`src/hdl/assert_macros.svh`:
```
// assertion helpers for the quaternion exponential map
// expects signals named clock and reset in the scope of each use
`ifndef ASSERT_MACROS_SVH
`define ASSERT_MACROS_SVH

`define QEXP_ASSERT(lbl, prop, msg) \
   lbl: assert property (@(posedge clock) disable iff (reset) (prop)) else $error(msg);

`define QEXP_ASSERT_IMPL(lbl, ante, cons, msg) \
   lbl: assert property (@(posedge clock) disable iff (reset) (ante) |-> (cons)) else $error(msg);

`endif

```
`src/hdl/qexp_pkg.sv`:
```
// shared types, widths and constants for the quaternion exponential map
// no dependencies
`timescale 1ns / 1ps
package qexp_pkg;

   localparam int DATA_WIDTH        = 16;
   localparam int CORDIC_STAGES_DEF = 16;
   localparam int IN_FRAC           = DATA_WIDTH - 4;
   localparam int ANG_FRAC          = 28;
   localparam int SUM_W             = 2 * DATA_WIDTH + 2;
   localparam int THETA_W           = DATA_WIDTH + 1;
   localparam int XY_W              = 34;
   localparam int Z_W               = 33;
   localparam int QUO_W             = 16;
   localparam int OUT_W             = 16;
   localparam int ROUND_SH          = 16;
   localparam int MAG_W             = XY_W + DATA_WIDTH;
   localparam int NUM_W             = MAG_W + 1;
   localparam int NH_W              = NUM_W - ROUND_SH;

   localparam logic signed [OUT_W-1:0] Q_ONE = 16'sd16384;
   localparam logic signed [OUT_W-1:0] Q_MIN = -16'sd16384;

   localparam logic signed [XY_W-1:0] GAIN_Q30    = 34'sd652032874;
   localparam logic signed [Z_W-1:0]  PI_Q28      = 33'sd843314857;
   localparam logic signed [Z_W-1:0]  HALF_PI_Q28 = 33'sd421657428;
   localparam logic signed [Z_W-1:0]  TWO_PI_Q28  = 33'sd1686629713;

   typedef struct packed {
      logic signed [DATA_WIDTH-1:0] rot_x;
      logic signed [DATA_WIDTH-1:0] rot_y;
      logic signed [DATA_WIDTH-1:0] rot_z;
   } req_type;

   typedef struct packed {
      logic signed [OUT_W-1:0] quat_w;
      logic signed [OUT_W-1:0] quat_x;
      logic signed [OUT_W-1:0] quat_y;
      logic signed [OUT_W-1:0] quat_z;
   } rsp_type;

   // angle results handed from the cordic to the scaling pipeline
   typedef struct packed {
      logic                    zero;
      logic                    s_neg;
      logic [XY_W-1:0]         s_mag;
      logic signed [OUT_W-1:0] w;
      logic [THETA_W-1:0]      theta;
   } ang_type;

   function automatic logic signed [Z_W-1:0] atan_q28(input int unsigned idx);
      logic signed [Z_W-1:0] r;
      case (idx)
         0:  r = 33'sd210828714;
         1:  r = 33'sd124459457;
         2:  r = 33'sd65760959;
         3:  r = 33'sd33381290;
         4:  r = 33'sd16755422;
         5:  r = 33'sd8385879;
         6:  r = 33'sd4193963;
         7:  r = 33'sd2097109;
         8:  r = 33'sd1048571;
         9:  r = 33'sd524287;
         10: r = 33'sd262144;
         11: r = 33'sd131072;
         12: r = 33'sd65536;
         13: r = 33'sd32768;
         14: r = 33'sd16384;
         15: r = 33'sd8192;
         16: r = 33'sd4096;
         17: r = 33'sd2048;
         18: r = 33'sd1024;
         19: r = 33'sd512;
         20: r = 33'sd256;
         21: r = 33'sd128;
         22: r = 33'sd64;
         23: r = 33'sd32;
         24: r = 33'sd16;
         25: r = 33'sd8;
         26: r = 33'sd4;
         27: r = 33'sd2;
         28: r = 33'sd1;
         default: r = '0;
      endcase
      return r;
   endfunction

endpackage

```
`src/hdl/qexp_norm.sv`:
```
// vector norm: squares, sum and a bit-per-stage square root pipeline
// depends on qexp_pkg
`timescale 1ns / 1ps
module qexp_norm import qexp_pkg::*; (
   input  logic               clock,
   input  logic               reset,
   input  logic               in_valid,
   input  req_type            in_vec,
   output logic               out_valid,
   output logic [THETA_W-1:0] out_theta,
   output req_type            out_vec
);

   localparam int LATENCY = THETA_W + 2;
   localparam int CW      = SUM_W + 2;

   logic [DATA_WIDTH-1:0]   abs_x, abs_y, abs_z;
   logic [2*DATA_WIDTH-1:0] sqx_ff, sqy_ff, sqz_ff;
   logic                    sq_valid_ff;
   req_type                 sq_vec_ff;

   logic [SUM_W-1:0]   rem_ff   [0:THETA_W];
   logic [THETA_W-1:0] root_ff  [0:THETA_W];
   logic               valid_ff [0:THETA_W];
   req_type            vec_ff   [0:THETA_W];

   assign abs_x = in_vec.rot_x[DATA_WIDTH-1] ? (~in_vec.rot_x + 1'b1) : in_vec.rot_x;
   assign abs_y = in_vec.rot_y[DATA_WIDTH-1] ? (~in_vec.rot_y + 1'b1) : in_vec.rot_y;
   assign abs_z = in_vec.rot_z[DATA_WIDTH-1] ? (~in_vec.rot_z + 1'b1) : in_vec.rot_z;

   always_ff @(posedge clock) begin
      if (reset) begin
         sq_valid_ff <= 1'b0;
         valid_ff[0] <= 1'b0;
      end else begin
         sq_valid_ff <= in_valid;
         valid_ff[0] <= sq_valid_ff;
      end
      sqx_ff    <= abs_x * abs_x;
      sqy_ff    <= abs_y * abs_y;
      sqz_ff    <= abs_z * abs_z;
      sq_vec_ff <= in_vec;
      rem_ff[0]  <= SUM_W'(sqx_ff) + SUM_W'(sqy_ff) + SUM_W'(sqz_ff);
      root_ff[0] <= '0;
      vec_ff[0]  <= sq_vec_ff;
   end

   // one root bit per stage, most significant first
   for (genvar g = 0; g < THETA_W; g++) begin : g_sqrt
      localparam int B = THETA_W - 1 - g;
      logic [CW-1:0]      cand;
      logic [SUM_W-1:0]   rem_in;
      logic [THETA_W-1:0] root_in;

      always_comb begin
         cand    = (CW'(root_ff[g]) << (B + 1)) + (CW'(1) << (2 * B));
         rem_in  = rem_ff[g];
         root_in = root_ff[g];
         if (CW'(rem_ff[g]) >= cand) begin
            rem_in  = rem_ff[g] - cand[SUM_W-1:0];
            root_in = root_ff[g] | (THETA_W'(1) << B);
         end
      end

      always_ff @(posedge clock) begin
         if (reset) begin
            valid_ff[g+1] <= 1'b0;
         end else begin
            valid_ff[g+1] <= valid_ff[g];
         end
         rem_ff[g+1]  <= rem_in;
         root_ff[g+1] <= root_in;
         vec_ff[g+1]  <= vec_ff[g];
      end
   end

   assign out_valid = valid_ff[THETA_W];
   assign out_theta = root_ff[THETA_W];
   assign out_vec   = vec_ff[THETA_W];

   `include "assert_macros.svh"
   `QEXP_ASSERT_IMPL(a_norm_lat, out_valid, $past(in_valid, LATENCY), "norm beat without input")

endmodule

```
`config.mk`:
```
export PLATFORM = sky130hd
export DESIGN_NAME = qexp_norm
export DESIGN_NICKNAME = d
export VERILOG_FILES = /design/src/hdl/qexp_pkg.sv /design/src/hdl/qexp_norm.sv
export VERILOG_INCLUDE_DIRS = /design/src /design/src/hdl
export SDC_FILE = /design/constraint.sdc
export NUM_CORES = 2
export LEC_CHECK = 0
export BUFFER_PORTS_ARGS = -buffer_cell sky130_fd_sc_hd__buf_2
export CORE_MARGIN = 5
export CORE_UTILIZATION = 30
export CTS_CLUSTER_DIAMETER = 50
export DETAILED_ROUTE_END_ITERATION = 10
export GPL_ROUTABILITY_DRIVEN = 1
export HOLD_SLACK_MARGIN = 0.05
export MAX_ROUTING_LAYER = met4
export PLACE_DENSITY = 0.55
export SYNTH_ARGS = -nofsm -noshare
export SYNTH_HDL_FRONTEND = slang
export SYNTH_SLANG_ARGS = --single-unit
```
`constraint.sdc`:
```
create_clock -name clock -period 16.95 [get_ports clock]
set_input_delay 1.695 -clock clock [delete_from_list [all_inputs] [get_ports clock]]
set_output_delay 1.695 -clock clock [all_outputs]
set_load 0.02 [all_outputs]
```
==> Word-level counts from Yosys, hierarchy flattened <==
Memory sizes are Yosys's and may differ from the RTL's.
Index checks and enable logic that the tools add are counted.
{ "word_totals": {"output_inout_bits": 66, "n_memories": 4, "inputBits": 51, "ram_bits": 1800, "elab_cells": 149, "reg_bits": 145} }
{ "classes": {"addsub": 39, "bitwise_logic": 21, "mul": 3, "magnitude_cmp": 17, "muxes": 58} }
{ "memory_table": {"columns": ["memory", "depth", "width", "rd", "rd_clocked_by_memory_dff", "write_ports", "line", "text"], "rows": [
  ["vec_ff", 18, 48, 18, 0, 18, "qexp_norm.sv:25", "req_type vec_ff [0:THETA_W];"],
  ["rem_ff", 18, 34, 17, 0, 18, "qexp_norm.sv:22", "logic [SUM_W-1:0] rem_ff [0:THETA_W];"],
  ["root_ff", 18, 17, 18, 0, 18, "qexp_norm.sv:23", "logic [THETA_W-1:0] root_ff [0:THETA_W];"],
  ["valid_ff", 18, 1, 18, 0, 18, "qexp_norm.sv:24", "logic valid_ff [0:THETA_W];"]
]} }
{ "ops": {"columns": ["cell", "n"], "rows": [
  ["two-way mux 34 bit", 17],
  ["multiplier 16 x 16 -> 32 bit", 3],
  ["subtractor 34 bit", 2],
  ["two-way mux 16 bit", 4],
  ["adder 16 x 1 -> 16 bit (second input constant)", 3],
  ["NOT 16 bit", 3],
  ["adder 34 x 33 -> 35 bit (second input constant)", 1],
  [">= comparator 34 x 35 -> 1 bit", 1],
  ["adder 33 x 31 -> 34 bit (second input constant)", 1],
  ["adder 33 x 32 -> 34 bit", 1],
  [">= comparator 34 x 19 -> 1 bit", 1],
  [">= comparator 34 x 20 -> 1 bit", 1],
  [">= comparator 34 x 21 -> 1 bit", 1],
  [">= comparator 34 x 22 -> 1 bit", 1],
  [">= comparator 34 x 23 -> 1 bit", 1],
  [">= comparator 34 x 24 -> 1 bit", 1],
  [">= comparator 34 x 25 -> 1 bit", 1],
  [">= comparator 34 x 26 -> 1 bit", 1],
  [">= comparator 34 x 27 -> 1 bit", 1],
  [">= comparator 34 x 28 -> 1 bit", 1],
  [">= comparator 34 x 29 -> 1 bit", 1],
  [">= comparator 34 x 30 -> 1 bit", 1],
  [">= comparator 34 x 31 -> 1 bit", 1],
  [">= comparator 34 x 32 -> 1 bit", 1],
  ["other kinds (50)", 88]
]} }

==> Depth between registers and ports, before layout <==
{ "logic_depth": {"depth_word": 4, "mapped_depth": 32, "depth_no_buf": 30} }

==> Least setup slack after synthesis <==
Ideal clock, no wire load.
{ "synth_path": {"path_kind": "in2reg", "from": "input in_vec[0] (netlist bit)", "to": "register sqz_ff[29]", "path_buffers": 1, "arrival_time_ps": 9050, "cell_stages": 29, "slack_ps": 7778, "required_time_ps": 16828, "path_cell_list": "inv_1 clkbuf_1 ha_1 nand3_1 or2_2 o21ai_0 xor2_1 clkinv_1 nand2_1 inv_1 fa_1 inv_1 fa_1 inv_1 fa_1 fa_1 fa_1 inv_1 fa_1 inv_1 ha_1 a21oi_1 o21ai_0 or3_1 o221a_2 a31oi_1 o22a_1 o21ai_0 a311o_1"} }
{ "synth_via": {"elab_chain_len": 4} }
{ "synth_rtl": {"columns": ["element", "line", "text"], "rows": [
  ["from (decl)", "qexp_norm.sv:8", "input req_type in_vec,"],
  ["NOT 16 bit", "qexp_norm.sv:29", "assign abs_z = in_vec.rot_z[DATA_WIDTH-1] ? (~in_vec.rot_z + 1'b1) : in_vec.rot_z;"],
  ["adder 16 x 1 -> 16 bit", "qexp_norm.sv:29", null],
  ["two-way mux 16 bit (*)", "qexp_norm.sv:29", null],
  ["multiplier 16 x 16 -> 32 bit (*)", "qexp_norm.sv:41", "sqz_ff <= abs_z * abs_z;"],
  ["to (signal assigned)", "qexp_norm.sv:41", null],
  ["to (decl)", "qexp_norm.sv:18", "logic [2*DATA_WIDTH-1:0] sqx_ff, sqy_ff, sqz_ff;"]
]} }
Mark *: on every way between the ends. The rest lies on a longest branch, timed or not.
A chain may end at the register's enable or synchronous reset.

==> Worst setup path in the final report <==
{ "layout_path": {"from": "input in_vec[16] (netlist bit)", "to": "register sqy_ff[25]"} }
{ "layout_via": {"elab_chain_len": 4} }
{ "layout_rtl": {"columns": ["element", "line", "text"], "rows": [
  ["NOT 16 bit", "qexp_norm.sv:28", "assign abs_y = in_vec.rot_y[DATA_WIDTH-1] ? (~in_vec.rot_y + 1'b1) : in_vec.rot_y;"],
  ["adder 16 x 1 -> 16 bit", "qexp_norm.sv:28", null],
  ["two-way mux 16 bit (*)", "qexp_norm.sv:28", null],
  ["multiplier 16 x 16 -> 32 bit (*)", "qexp_norm.sv:40", "sqy_ff <= abs_y * abs_y;"],
  ["to (signal assigned)", "qexp_norm.sv:40", null],
  ["to (decl)", "qexp_norm.sv:18", null]
]} }
Marked as above.

==> impl_metrics.env <==
export IMPL_grt_overflow_total=0
export IMPL_gp_congestion=0.869
export IMPL_io_pins=117
export IMPL_outcome="complete, no violations"
export IMPL_cap_viol_max_count=0
export IMPL_viasPerCell=4.27
export IMPL_critPathCaptureType="flip-flop"
export IMPL_drt_iter0_drc=1855
export IMPL_dpl_hpwl_mm=113
export IMPL_layout_drive_gt1_share_pct=8.51
export IMPL_path_class="in -> reg"
export IMPL_numCtsBuffers=190
export IMPL_grt_max_degree=34
export IMPL_finalCriticalPeriod_ns=9.74
export IMPL_num_rows=178
export IMPL_grt_antenna_before_repair=6
export IMPL_start_kind="input pin"
export IMPL_drc=0
export IMPL_clk_pin_slew_worst_paths_ns=0.06
export IMPL_hold_slack_ns=0.277
export IMPL_hold_buffers=0
export IMPL_fin_cells=10000
export IMPL_clock_skew_ns=0.101
export IMPL_finalCritPeriodShare_pct=57.5
export IMPL_yosysSeqAreaShare_pct=49.3
export IMPL_start_util_pct=30.2
export IMPL_root_buffer="clkbuf_16"
export IMPL_netlist_instances=6411
export IMPL_dieWidth_um=497
export IMPL_cts_tree="built"
export IMPL_dp_cells=9647
export IMPL_routed_wl_mm=143
export IMPL_synth_top_cell_area_share_pct=49.3
export IMPL_nNetsFinal=7747
export IMPL_cts_resized=0
export IMPL_post_route_util_pct=35.0
export IMPL_avgSynthCellArea_um2=11.1
export IMPL_worst_pin_slew_ns=1.19
export IMPL_portBuffers=116
export IMPL_antenna_left=0
export IMPL_clk_latency_ns=0.84
export IMPL_synth_cell_types=99
export IMPL_syn_to_final_growth_pct=16.0
export IMPL_max_slew_margin_pct=20.1
export IMPL_crit_fanout=16
export IMPL_maxSlewViolCount=0
export IMPL_synth_edf_count=0
export IMPL_ys_seq_elements=1752
export IMPL_cts_sinks=1752
export IMPL_synth_ff_type="dfxtp_1"
export IMPL_finalHoldViolCount=0
export IMPL_max_freq_mhz=103
export IMPL_required_ns=17.67
export IMPL_rsz0062_at_grt="false"
export IMPL_yosys_area_top_type="dfxtp_1"
export IMPL_synth_warning_count=0
export IMPL_syn_area_um2=71200
export IMPL_clk_path_buf_depth=3
export IMPL_htree_levels=4
export IMPL_async_reset_ff_share_pct=0
export IMPL_die_y_um=497
export IMPL_synthTopCellsByArea="dfxtp_1 49%, fa_1 15%, ha_1 8.5%, inv_1 4.7%, xnor2_1 2.3%"
export IMPL_dieArea_um2=247000
export IMPL_core_area_um2=236000
export IMPL_wl_per_cell_um=14.3
export IMPL_tns_ns=0
export IMPL_grt_pass1_wl_mm=236
export IMPL_cts_setup_buffers=0
export IMPL_cp_arrival_ns=10.46
export IMPL_grt_pass1_vias=45400
export IMPL_hold_class="reg -> reg"
export IMPL_setup_viol=0
export IMPL_vias=42800
export IMPL_grt_usage_pct=12.0
export IMPL_first_pass_iters=5
per-stage QoR:
step                      setup slack [ns]  area (um^2)
after global placement                6.50        75700
after CTS                             7.36        82600
after detailed placement              6.46        75700
after floorplan                       7.78        71300
after global routing                  6.85        82600
final                                 7.21        82600
layer usage:
layer | track usage [%] | vias up | share of wire [%]
li1 | - | 21400 | -
met5 | - | - | 0
met3 | 2.04 | 307 | 3.9
met4 | 4.31 | 0 | 3.4
met1 | 13.8 | 20300 | 42
met2 | 20.9 | 769 | 51
registers in the layout (all words and copies together), names as in the netlist:
name / cells
rem_ff: 578
root_ff: 153
sq_valid_ff: 1
sq_vec_ff: 48
sqx_ff: 30
sqy_ff: 30
sqz_ff: 30
valid_ff: 18
vec_ff: 864
synthesized netlist by cell type (17+ instances only):
library cell	n
dfxtp_1	1752
inv_1	899
fa_1	521
ha_1	486
nand2_1	394
nor2_1	390
a21oi_1	228
o21ai_0	198
xnor2_1	188
xor2_1	175
nor3_1	111
nor4_1	93
a21o_1	90
clkbuf_1	86
nand3_1	64
nor2b_1	62
o21a_1	57
nand4_1	48
nand2b_1	42
or3_1	42
o31ai_1	36
a211oi_1	34
mux2_2	28
o21bai_1	25
and3_1	23
and2_1	18
or2_2	17
path summary, 6_finish.rpt:
check | slack, ns | depth (start not counted) | startpoint | end
worst max-delay path | 7.21 | 27 | in_vec[16] | sqy_ff[25]$_DFF_P_
worst min-delay path | 0.28 | 0 | vec_ff[9][23]$_DFF_P_ | vec_ff[10][23]$_DFF_P_
worst max register to register | 13.19 | 11 | root_ff[13][4]$_DFF_P_ | rem_ff[14][28]$_DFF_P_
worst min register to register | 0.28 | 0 | vec_ff[9][23]$_DFF_P_ | vec_ff[10][23]$_DFF_P_
critical path: stages:
cell and delay [ns]:
buf_2 0.19, inv_1 0.48, ha_1 0.26, or3b_1 0.40, or4_1 0.43, o21ai_0 0.21
xor2_1 0.80, clkinv_1 0.63, nand2_1 0.33, fa_1 0.42, inv_1 0.08, fa_1 0.45
fa_1 0.58, fa_1 0.43, fa_1 0.49, inv_1 0.05, fa_1 0.47, inv_1 0.04
ha_1 0.36, a21oi_1 0.26, o2111ai_1 0.18, a211oi_1 0.41, nor2_1 0.16, nand4_1 0.15
a21oi_1 0.13, a21oi_1 0.23, xnor2_1 0.15
kinds of logic after synthesis:
logic type | count (synthesis) | share of synthesized area, %
flip-flops | 1752 | 49.3
AND/OR/NAND/NOR | 1395 | 9.53
buffers and inverters | 1023 | 5.43
adder cells (fa/ha/maj) | 1007 | 23.2
AO/OA/AOI/OAI | 831 | 7.50
XOR/XNOR | 366 | 4.55
multiplexers | 35 | 0.541
other | 2 | 0.0105
area by class of cell:
class	count	area [um^2]
diodes	7	17.5
clock buffers	247	5300
clock inverters	104	1590
fillers	23200	153000
inverters	926	3480
multi-input cells	3670	32400
flip-flops and latches	1752	35100
well taps	3150	3940
repair buffers	149	828
cells in the final DEF (no fill, tap or decap), types with 36 or more instances in the layout:
cell type / instances
clkbuf_16: 190
or3_1: 42
a21oi_1: 228
inv_1: 899
nand2_1: 394
nor2b_1: 62
a21o_1: 90
o31ai_1: 36
nor2_1: 390
nand2b_1: 42
o21ai_0: 198
nand3_1: 64
buf_2: 116
fa_1: 521
o21a_1: 57
nand4_1: 48
dfxtp_1: 1752
xnor2_1: 188
nor3_1: 111
nor4_1: 92
conb_1: 36
xor2_1: 175
ha_1: 486
Power is not shown: default switching activity piles up to over one toggle a cycle in this logic, so the estimate is an artifact.
